--- src/hw/rtl/ucte_pkg.sv ---
// ----------------------------------------------------------------------------
// UTC calendar to epoch seconds: package
// Field widths, calendar constants, reciprocal constants and stage control.
// ----------------------------------------------------------------------------
package ucte_pkg;

  // Port field widths
  localparam int YEAR_W  = 14;
  localparam int MONTH_W = 12;
  localparam int DAY_W   = 6;
  localparam int HOUR_W  = 5;
  localparam int MIN_W   = 6;
  localparam int SEC_W   = 6;
  localparam int EPOCH_W = 39;

  // Internal widths
  localparam int YR_W   = 15;  // normalized year, signed
  localparam int ROLL_W = 9;   // floor(month / 12), signed
  localparam int MON_W  = 4;   // normalized month 0..11
  localparam int X_W    = YR_W - 2;  // floor((year - 1) / 4), signed
  localparam int PROD25_W = 26;
  localparam int Q25_W  = 9;   // floor((year - 1) / 100), signed
  localparam int DAYS_W = 24;  // days since epoch, signed
  localparam int TOD_W  = 17;  // seconds from hour, minute, second
  localparam int CUM_W  = 9;

  // Calendar constants
  localparam logic [YR_W-1:0]   YEAR_ORIGIN  = YR_W'(1900);
  localparam logic [DAYS_W-1:0] DAYS_PER_YR  = DAYS_W'(365);
  // Day count from year 1 to the epoch, plus one for the one-based day
  localparam logic [DAYS_W-1:0] EPOCH_DAY_ADJ = DAYS_W'(719162 + 1);
  localparam logic [EPOCH_W-1:0] SECS_PER_DAY = EPOCH_W'(3600 * 24);
  localparam logic [TOD_W-1:0]  SECS_PER_HOUR = TOD_W'(3600);
  localparam logic [TOD_W-1:0]  SECS_PER_MIN  = TOD_W'(60);

  // floor(u / 3) = (u * 683) >> 11 for u up to 1024; bias 171 = 513 / 3
  localparam int DIV3_W = 11;
  localparam logic [DIV3_W-1:0] DIV3_MUL   = DIV3_W'(683);
  localparam int                DIV3_SHIFT = 11;
  localparam logic [DIV3_W-1:0] DIV3_OFS   = DIV3_W'(513);
  localparam logic [ROLL_W-1:0] DIV3_BIAS  = ROLL_W'(171);

  // floor(u / 25) = (u * 5243) >> 17 for u below 8192; bias 65 = 1625 / 25
  localparam logic [X_W-1:0]   DIV25_MUL   = X_W'(5243);
  localparam int               DIV25_SHIFT = 17;
  localparam logic [X_W-1:0]   DIV25_OFS   = X_W'(1625);
  localparam logic [Q25_W-1:0] DIV25_BIAS  = Q25_W'(65);
  localparam logic [X_W-1:0]   CENT_QUART  = X_W'(25);
  localparam logic [4:0]       CENT_LAST_R = 5'd24;

  // Load enables for the front stages
  typedef struct packed {
    logic s1;
    logic s2;
    logic s3;
  } ucte_adv_t;

  // Days before the first of the month, common year; leap adds one from March
  function automatic logic [CUM_W-1:0] cum_days(input logic leap,
                                                input logic [MON_W-1:0] mon);
    logic [CUM_W-1:0] base;
    case (mon)
      4'd0:    base = 9'd0;
      4'd1:    base = 9'd31;
      4'd2:    base = 9'd59;
      4'd3:    base = 9'd90;
      4'd4:    base = 9'd120;
      4'd5:    base = 9'd151;
      4'd6:    base = 9'd181;
      4'd7:    base = 9'd212;
      4'd8:    base = 9'd243;
      4'd9:    base = 9'd273;
      4'd10:   base = 9'd304;
      4'd11:   base = 9'd334;
      default: base = 9'd0;
    endcase
    return base + CUM_W'(leap && (mon >= 4'd2));
  endfunction

endpackage

--- src/hw/rtl/utc_calendar_to_epoch_seconds.sv ---
// ----------------------------------------------------------------------------
// UTC calendar to epoch seconds
// Converts a broken-down UTC date and time into signed Unix seconds.
// ----------------------------------------------------------------------------
// Usage:
//   Input channel (cal_valid / cal_stall) carries one date per transaction:
//   year minus 1900, zero-based month (any value, rolled into the year),
//   day, hour, minute and second, the last four added linearly.
//   Output channel (sec_valid / sec_stall) returns one epoch_seconds value
//   per input transaction, in order.
//   The pipeline takes one transaction per cycle while cal_stall is low.
//   An accepted date passes in order through the five stages: month roll,
//   year splits, day sum, day-to-seconds multiply and final add.
//   Each stage loads when it is empty or the stage after it moves, so
//   bubbles close up. A receiver stall holds the output register and
//   backs up stage by stage; cal_stall rises only when all five are full.
//   Synchronous reset clears every valid bit; data registers are not reset.
// ----------------------------------------------------------------------------
module utc_calendar_to_epoch_seconds (
  input  logic                                 clk,
  input  logic                                 rst,
  input  logic                                 cal_valid,
  output logic                                 cal_stall,
  input  logic signed [ucte_pkg::YEAR_W-1:0]   year_since_1900,
  input  logic signed [ucte_pkg::MONTH_W-1:0]  month_index,
  input  logic        [ucte_pkg::DAY_W-1:0]    day_of_month,
  input  logic        [ucte_pkg::HOUR_W-1:0]   hour_of_day,
  input  logic        [ucte_pkg::MIN_W-1:0]    minute_of_hour,
  input  logic        [ucte_pkg::SEC_W-1:0]    second_of_minute,
  output logic                                 sec_valid,
  input  logic                                 sec_stall,
  output logic signed [ucte_pkg::EPOCH_W-1:0]  epoch_seconds
);
  import ucte_pkg::*;

  // Stage valid bits; sec_valid is the fifth
  logic v1, v2, v3, v4;
  logic adv1, adv2, adv3, adv4, adv5;
  ucte_adv_t adv;

  // Load enables, from the output back
  assign adv5 = !sec_valid || !sec_stall;
  assign adv4 = !v4 || adv5;
  assign adv3 = !v3 || adv4;
  assign adv2 = !v2 || adv3;
  assign adv1 = !v1 || adv2;
  assign cal_stall = !adv1;

  assign adv.s1 = adv1;
  assign adv.s2 = adv2;
  assign adv.s3 = adv3;

  always_ff @(posedge clk) begin
    if (rst) begin
      v1        <= 1'b0;
      v2        <= 1'b0;
      v3        <= 1'b0;
      v4        <= 1'b0;
      sec_valid <= 1'b0;
    end else begin
      if (adv1) v1        <= cal_valid;
      if (adv2) v2        <= v1;
      if (adv3) v3        <= v2;
      if (adv4) v4        <= v3;
      if (adv5) sec_valid <= v4;
    end
  end

  // Stages 1 to 3: days since epoch and time-of-day seconds
  logic [DAYS_W-1:0] s3_days;
  logic [TOD_W-1:0]  s3_tod;

  ucte_days u_days (
    .clk              (clk),
    .adv              (adv),
    .year_since_1900  (year_since_1900),
    .month_index      (month_index),
    .day_of_month     (day_of_month),
    .hour_of_day      (hour_of_day),
    .minute_of_hour   (minute_of_hour),
    .second_of_minute (second_of_minute),
    .days             (s3_days),
    .tod              (s3_tod)
  );

  // Stage 4: days times seconds per day, kept modulo the output width
  logic [EPOCH_W-1:0] day_secs;
  logic [EPOCH_W-1:0] s4_prod;
  logic [TOD_W-1:0]   s4_tod;

  assign day_secs = {{(EPOCH_W-DAYS_W){s3_days[DAYS_W-1]}}, s3_days} * SECS_PER_DAY;

  always_ff @(posedge clk) begin
    if (adv4) begin
      s4_prod <= day_secs;
      s4_tod  <= s3_tod;
    end
  end

  // Stage 5: add time of day into the output register
  always_ff @(posedge clk) begin
    if (adv5) begin
      epoch_seconds <= s4_prod + EPOCH_W'(s4_tod);
    end
  end

endmodule

--- src/hw/rtl/ucte_days.sv ---
// ----------------------------------------------------------------------------
// UTC calendar to epoch seconds: day count front end
// Three pipeline stages: month roll into year, year splits, days since epoch; also time-of-day seconds.
// ----------------------------------------------------------------------------
module ucte_days (
  input  logic                                 clk,
  input  ucte_pkg::ucte_adv_t                  adv,
  input  logic        [ucte_pkg::YEAR_W-1:0]   year_since_1900,
  input  logic        [ucte_pkg::MONTH_W-1:0]  month_index,
  input  logic        [ucte_pkg::DAY_W-1:0]    day_of_month,
  input  logic        [ucte_pkg::HOUR_W-1:0]   hour_of_day,
  input  logic        [ucte_pkg::MIN_W-1:0]    minute_of_hour,
  input  logic        [ucte_pkg::SEC_W-1:0]    second_of_minute,
  output logic        [ucte_pkg::DAYS_W-1:0]   days,
  output logic        [ucte_pkg::TOD_W-1:0]    tod
);
  import ucte_pkg::*;

  // ---------------- stage 1: month roll ----------------
  logic [MONTH_W-3:0]          m_q4;     // floor(month / 4)
  logic [DIV3_W-1:0]           u3;
  logic [2*DIV3_W-1:0]         prod3;
  logic [ROLL_W-1:0]           roll;
  logic [MON_W-1:0]            mon_n;
  logic [YR_W-1:0]             year_n;

  logic [YR_W-1:0]             s1_year;
  logic [MON_W-1:0]            s1_mon;
  logic [DAY_W-1:0]            s1_day;
  logic [HOUR_W-1:0]           s1_hour;
  logic [MIN_W-1:0]            s1_min;
  logic [SEC_W-1:0]            s1_sec;

  assign m_q4   = month_index[MONTH_W-1:2];
  assign u3     = {{(DIV3_W-MONTH_W+2){m_q4[MONTH_W-3]}}, m_q4} + DIV3_OFS;
  assign prod3  = u3 * DIV3_MUL;
  assign roll   = prod3[DIV3_SHIFT +: ROLL_W] - DIV3_BIAS;
  // low bits of month - 12 * roll, which is month + 4 * roll modulo 16
  assign mon_n  = month_index[MON_W-1:0] + {roll[1:0], 2'b00};
  assign year_n = {{(YR_W-YEAR_W){year_since_1900[YEAR_W-1]}}, year_since_1900}
                + YEAR_ORIGIN + {{(YR_W-ROLL_W){roll[ROLL_W-1]}}, roll};

  always_ff @(posedge clk) begin
    if (adv.s1) begin
      s1_year <= year_n;
      s1_mon  <= mon_n;
      s1_day  <= day_of_month;
      s1_hour <= hour_of_day;
      s1_min  <= minute_of_hour;
      s1_sec  <= second_of_minute;
    end
  end

  // ---------------- stage 2: year - 1 splits ----------------
  logic [YR_W-1:0]             p;
  logic [X_W-1:0]              x;
  logic [X_W-1:0]              u25;
  logic [PROD25_W-1:0]         prod25;
  logic [DAYS_W-1:0]           p365;
  logic [TOD_W-1:0]            tod_n;

  logic [DAYS_W-1:0]           s2_p365;
  logic [X_W-1:0]              s2_x;
  logic [PROD25_W-1:0]         s2_prod25;
  logic [1:0]                  s2_plo;
  logic [MON_W-1:0]            s2_mon;
  logic [DAY_W-1:0]            s2_day;
  logic [TOD_W-1:0]            s2_tod;

  assign p      = s1_year - YR_W'(1);
  assign x      = p[YR_W-1:2];
  assign u25    = x + DIV25_OFS;
  assign prod25 = PROD25_W'(u25) * PROD25_W'(DIV25_MUL);
  assign p365   = {{(DAYS_W-YR_W){p[YR_W-1]}}, p} * DAYS_PER_YR;
  assign tod_n  = TOD_W'(s1_hour) * SECS_PER_HOUR + TOD_W'(s1_min) * SECS_PER_MIN
                + TOD_W'(s1_sec);

  always_ff @(posedge clk) begin
    if (adv.s2) begin
      s2_p365   <= p365;
      s2_x      <= x;
      s2_prod25 <= prod25;
      s2_plo    <= p[1:0];
      s2_mon    <= s1_mon;
      s2_day    <= s1_day;
      s2_tod    <= tod_n;
    end
  end

  // ---------------- stage 3: leap rule and day sum ----------------
  logic [Q25_W-1:0]            q25;      // floor((year - 1) / 100)
  logic [X_W-1:0]              r25;
  logic                        cent;     // year is a multiple of 100
  logic                        leap;
  logic [DAYS_W-1:0]           days_n;

  assign q25  = s2_prod25[DIV25_SHIFT +: Q25_W] - DIV25_BIAS;
  assign r25  = s2_x - {{(X_W-Q25_W){q25[Q25_W-1]}}, q25} * CENT_QUART;
  assign cent = (s2_plo == 2'b11) && (r25[4:0] == CENT_LAST_R);
  // multiple of 4, and not a century unless a multiple of 400
  assign leap = (s2_plo == 2'b11) && (!cent || (q25[1:0] == 2'b11));

  assign days_n = s2_p365
                + {{(DAYS_W-X_W){s2_x[X_W-1]}}, s2_x}
                - {{(DAYS_W-Q25_W){q25[Q25_W-1]}}, q25}
                + {{(DAYS_W-Q25_W+2){q25[Q25_W-1]}}, q25[Q25_W-1:2]}
                + DAYS_W'(cum_days(leap, s2_mon))
                + DAYS_W'(s2_day)
                - EPOCH_DAY_ADJ;

  always_ff @(posedge clk) begin
    if (adv.s3) begin
      days <= days_n;
      tod  <= s2_tod;
    end
  end

endmodule

--- config.mk ---
export PLATFORM = sky130hd
export DESIGN_NAME = utc_calendar_to_epoch_seconds
export DESIGN_NICKNAME = d
export VERILOG_FILES = /design/src/hw/rtl/ucte_pkg.sv /design/src/hw/rtl/utc_calendar_to_epoch_seconds.sv /design/src/hw/rtl/ucte_days.sv
export SDC_FILE = /design/constraint.sdc
export NUM_CORES = 1
export LEC_CHECK = 0
export BUFFER_PORTS_ARGS = -buffer_cell sky130_fd_sc_hd__buf_2
export CELL_PAD_IN_SITES_DETAIL_PLACEMENT = 1
export CELL_PAD_IN_SITES_GLOBAL_PLACEMENT = 2
export CORE_MARGIN = 1
export CORE_UTILIZATION = 44
export CTS_CLUSTER_DIAMETER = 30
export CTS_CLUSTER_SIZE = 28
export DETAILED_ROUTE_END_ITERATION = 10
export GPL_TIMING_DRIVEN = 0
export PLACE_DENSITY = 0.86
export SLEW_MARGIN = 40
export SYNTH_ARGS = -nofsm -noshare
export SYNTH_HDL_FRONTEND = slang
export SYNTH_HIERARCHICAL = 1
export SYNTH_SLANG_ARGS = --single-unit
--- constraint.sdc ---
create_clock -name clk -period 10.2 [get_ports clk]
set_input_delay 1.02 -clock clk [delete_from_list [all_inputs] [get_ports clk]]
set_output_delay 1.02 -clock clk [all_outputs]
set_load 0.02 [all_outputs]
==> impl_results.md <==
* Status: finished clean
* I/O Pins at 94
* PortBufs at 92
* Critical-path maximum fanout at 5
* Hold Buf Count CTS at 0
* Total track usage at 19.3%
* CP max stage cell: fa_1
* Clock slew at reported path FFs at 0.05 ns
* Worst-margin pin slew at between 0.7 and 0.8 ns
* Post-synthesis compound-gate area fraction at 8.23%
* Post-CTS Repair Setup Buffers at 0
* DPL Wire Length at between 40000 and 50000 um
* Largest family of logic cells by synthesized area: adder cells
* 1st-pass router iterations at 4
* Starting Density at 44.8%
* Post-Synth Adder-Cell Area at 42.4%
* Worst relative slew slack at between 50 and 60%
* Via density at 5.10
* CTS Buf Count at 56
* Slew Limit Fails at 0
* Avg WL per Cell at 17.0 um
* Area grow syn2layout at 13.2%
* DR vias at approximately 18000
* CTS Buffer Depth at 3
* Most common cell after layout, fill and taps aside: inv_1
* Largest net degree at the start of global routing at 41
* GR Util met2 at between 30% and 40%
* Post-synth cell types at 85
* Antenna violations before repair at 0
* Total number of yosys warnings at 6
* H-tree depth at 2
* Final Core Density at 50.7%
* Post-Synth Simple-Gate Area at just over 6%
* Met3 Resource Use GR at under 10%
* Die X at 251 um
* Crit Path Class: input port to register
* Synthesized cell area at 27200 um^2
* Top Usage Layer GRT: met2
* CP Capture Type: register
* Antenna Nets Post-Route at 0
* Rows at 90
* CTS resizes at 0
* Post-synth EDFFs at 244
* Critical Path RT at 10.55 ns
* Vias in the first global route at ~20000
* Main synth FF type: edfxtp_1
* Max cap viols at 0
* Final period utilization at 89.1%
* Final Hold Vio Count at 0
* Core Area at just over 60000 um^2
* Iter 0 DRT Violations at 493
* Commonest cells after routing, fill and taps aside: 490 x inv_1, 484 x ha_1, 274 x fa_1
* Number of nets in the layout at 3416
* Hold Path Class: register to register
* Share of cells above drive strength 1 at 9.65%
* RSZ-0062 raised after global routing: false
* Syn_nets at 3257
* Die Area at between 60000 and 70000 um^2
* Post-Synth XOR/XNOR Area at approximately 7.7%
* Gpl congestion at 0.869
* Fmax at between 100 and 150 MHz
* Seq/Total Area, Yosys at 28.0%
* Post-route minimum period at 9.09 ns
* First-pass GRT wire length at 98400 um
* Grt total ovfl at 0
* Syn_area_per_cell at about 11 um^2
* Sum Neg Setup Slack at 0 ns
* Total routed wirelength at 58400 um
* Post-synthesis sequential element count at 258
* Placed cells at around 3300
* CP max stage delay at 0.53 ns
* Arr. time, crit path at 9.44 ns
* Non-filler cells, final at roughly 3400
* Setup Viol. Count Final at 0
* # DRC at 0
* Synth Instances at 2446
* TritonCTS clock tree: built
* DIE HEIGHT at 251 um
* Layout Skew at 0.0559 ns
* Clock sink count at 258
* Critical Path Source Type: input port
* Root buffer cell: clkbuf_16
* ANT cells at 0
* Clk Latency, worst-skew pair at 0.62 ns
* Grt met1 use at 21.7%
* Mux cell area share after synthesis at less than 1%
* Ys async rst share at 0%
-- cells by family after synthesis --
group                      count (synthesis)
DFF                                      258
buffers and inverters                    506
AOI/OAI and AO/OA                        335
muxes                                      8
adders and majority gates                758
xor gates and xnor gates                 236
and+or+nand+nor                          345
-- final timing paths --
check        cells past startpoint  slack [ns]                   startpoint                              to
max                             35        1.11               month_index[4]    u_days/s1_year[13]$_DFFE_PP_
min reg2reg                      0        0.41   u_days/s2_tod[0]$_DFFE_PP_         u_days/tod[0]$_DFFE_PP_
max reg2reg                     30        1.36  u_days/s1_year[0]$_DFFE_PP_  u_days/s2_prod25[25]$_DFFE_PP_
min                              0        0.41   u_days/s2_tod[0]$_DFFE_PP_         u_days/tod[0]$_DFFE_PP_
-- cell usage after synthesis (3+ instances only) --
master | count | area, um^2
a31o_2 | 5 | 43.8
nand2_1 | 78 | 293
o21ai_1 | 4 | 20.0
o31a_1 | 3 | 26.3
nand4b_1 | 3 | 26.3
mux2i_1 | 4 | 40.0
dfxtp_1 | 14 | 280
nand4_1 | 18 | 113
a2111oi_0 | 3 | 26.3
nor2_1 | 98 | 368
clkbuf_1 | 8 | 30.0
o21bai_1 | 23 | 173
xnor2_1 | 169 | 1480
o2111ai_1 | 3 | 26.3
inv_1 | 492 | 1850
and3_1 | 17 | 106
a311oi_1 | 3 | 26.3
a31oi_1 | 11 | 68.8
a211o_1 | 6 | 52.6
o21ai_0 | 45 | 225
nand2b_1 | 6 | 37.5
nor2b_1 | 15 | 93.8
edfxtp_1 | 244 | 7330
fa_1 | 274 | 5490
or2_2 | 8 | 50.1
o21a_1 | 18 | 135
nor4_1 | 5 | 31.3
or3_1 | 11 | 68.8
mux2_2 | 4 | 45.0
a21oi_2 | 3 | 26.3
a21o_1 | 37 | 278
xnor2_2 | 3 | 48.8
o31ai_1 | 6 | 45.0
o22ai_1 | 4 | 25.0
and2_1 | 13 | 81.3
nor3_1 | 25 | 125
buf_6 | 4 | 45.0
a21oi_1 | 111 | 556
ha_1 | 484 | 6060
or2_1 | 4 | 25.0
a211oi_1 | 13 | 97.6
o211ai_1 | 6 | 45.0
nand3_1 | 31 | 155
xor2_1 | 63 | 552
-- metal layers --
| metal | up-vias | part of all wire [%] |
|---|---|---|
| li1 | 8550 | - |
| met1 | 8709 | 41 |
| met2 | 169 | 54 |
| met3 | 84 | 2.2 |
| met4 | 0 | 2.7 |
| met5 | - | 0 |
-- through the flow --
stage,setup WS (ns),area (um^2),hold WS (ns)
finish,1.11,30800,0.406
global route,0.527,30800,0.410
CTS,1.12,30800,0.403
floorplan,1.80,27200,0.400
detailed placement,0.507,28800,0.406
global placement,0.658,28600,0.403
-- registers in the layout (all words and copies together) (netlist names), 9 cells and up, named ones only --
name	flops
epoch_seconds	39
u_days/days	24
s4_prod	32
s4_tod	17
u_days/s2_x	13
u_days/s2_prod25	9
u_days/tod	17
u_days/s2_p365	24
u_days/s2_tod	17
u_days/s1_year	15
-- cell type report --
cell class / count / area [um^2]
sequential: 258 / 7610
buffer: 13 / 80.1
fill: 6491 / 29900
clock buffer: 63 / 1460
inverter: 493 / 1860
clock inverter: 43 / 475
tap: 782 / 978
multi-input combinational: 1682 / 17700
timing repair buffer: 101 / 573
-- worst max-delay path: cells and delay by family --
| kind | cells | cell delay [ns] |
|---|---|---|
| and+or+nand+nor | 5 | 0.85 |
| buffers and inverters | 7 | 0.57 |
| xor gates and xnor gates | 2 | 0.55 |
| adders and majority gates | 10 | 3.83 |
| AOI/OAI and AO/OA | 11 | 2.60 |
Power is not shown: default switching activity piles up to over one toggle a cycle in this logic, so the estimate is an artifact.
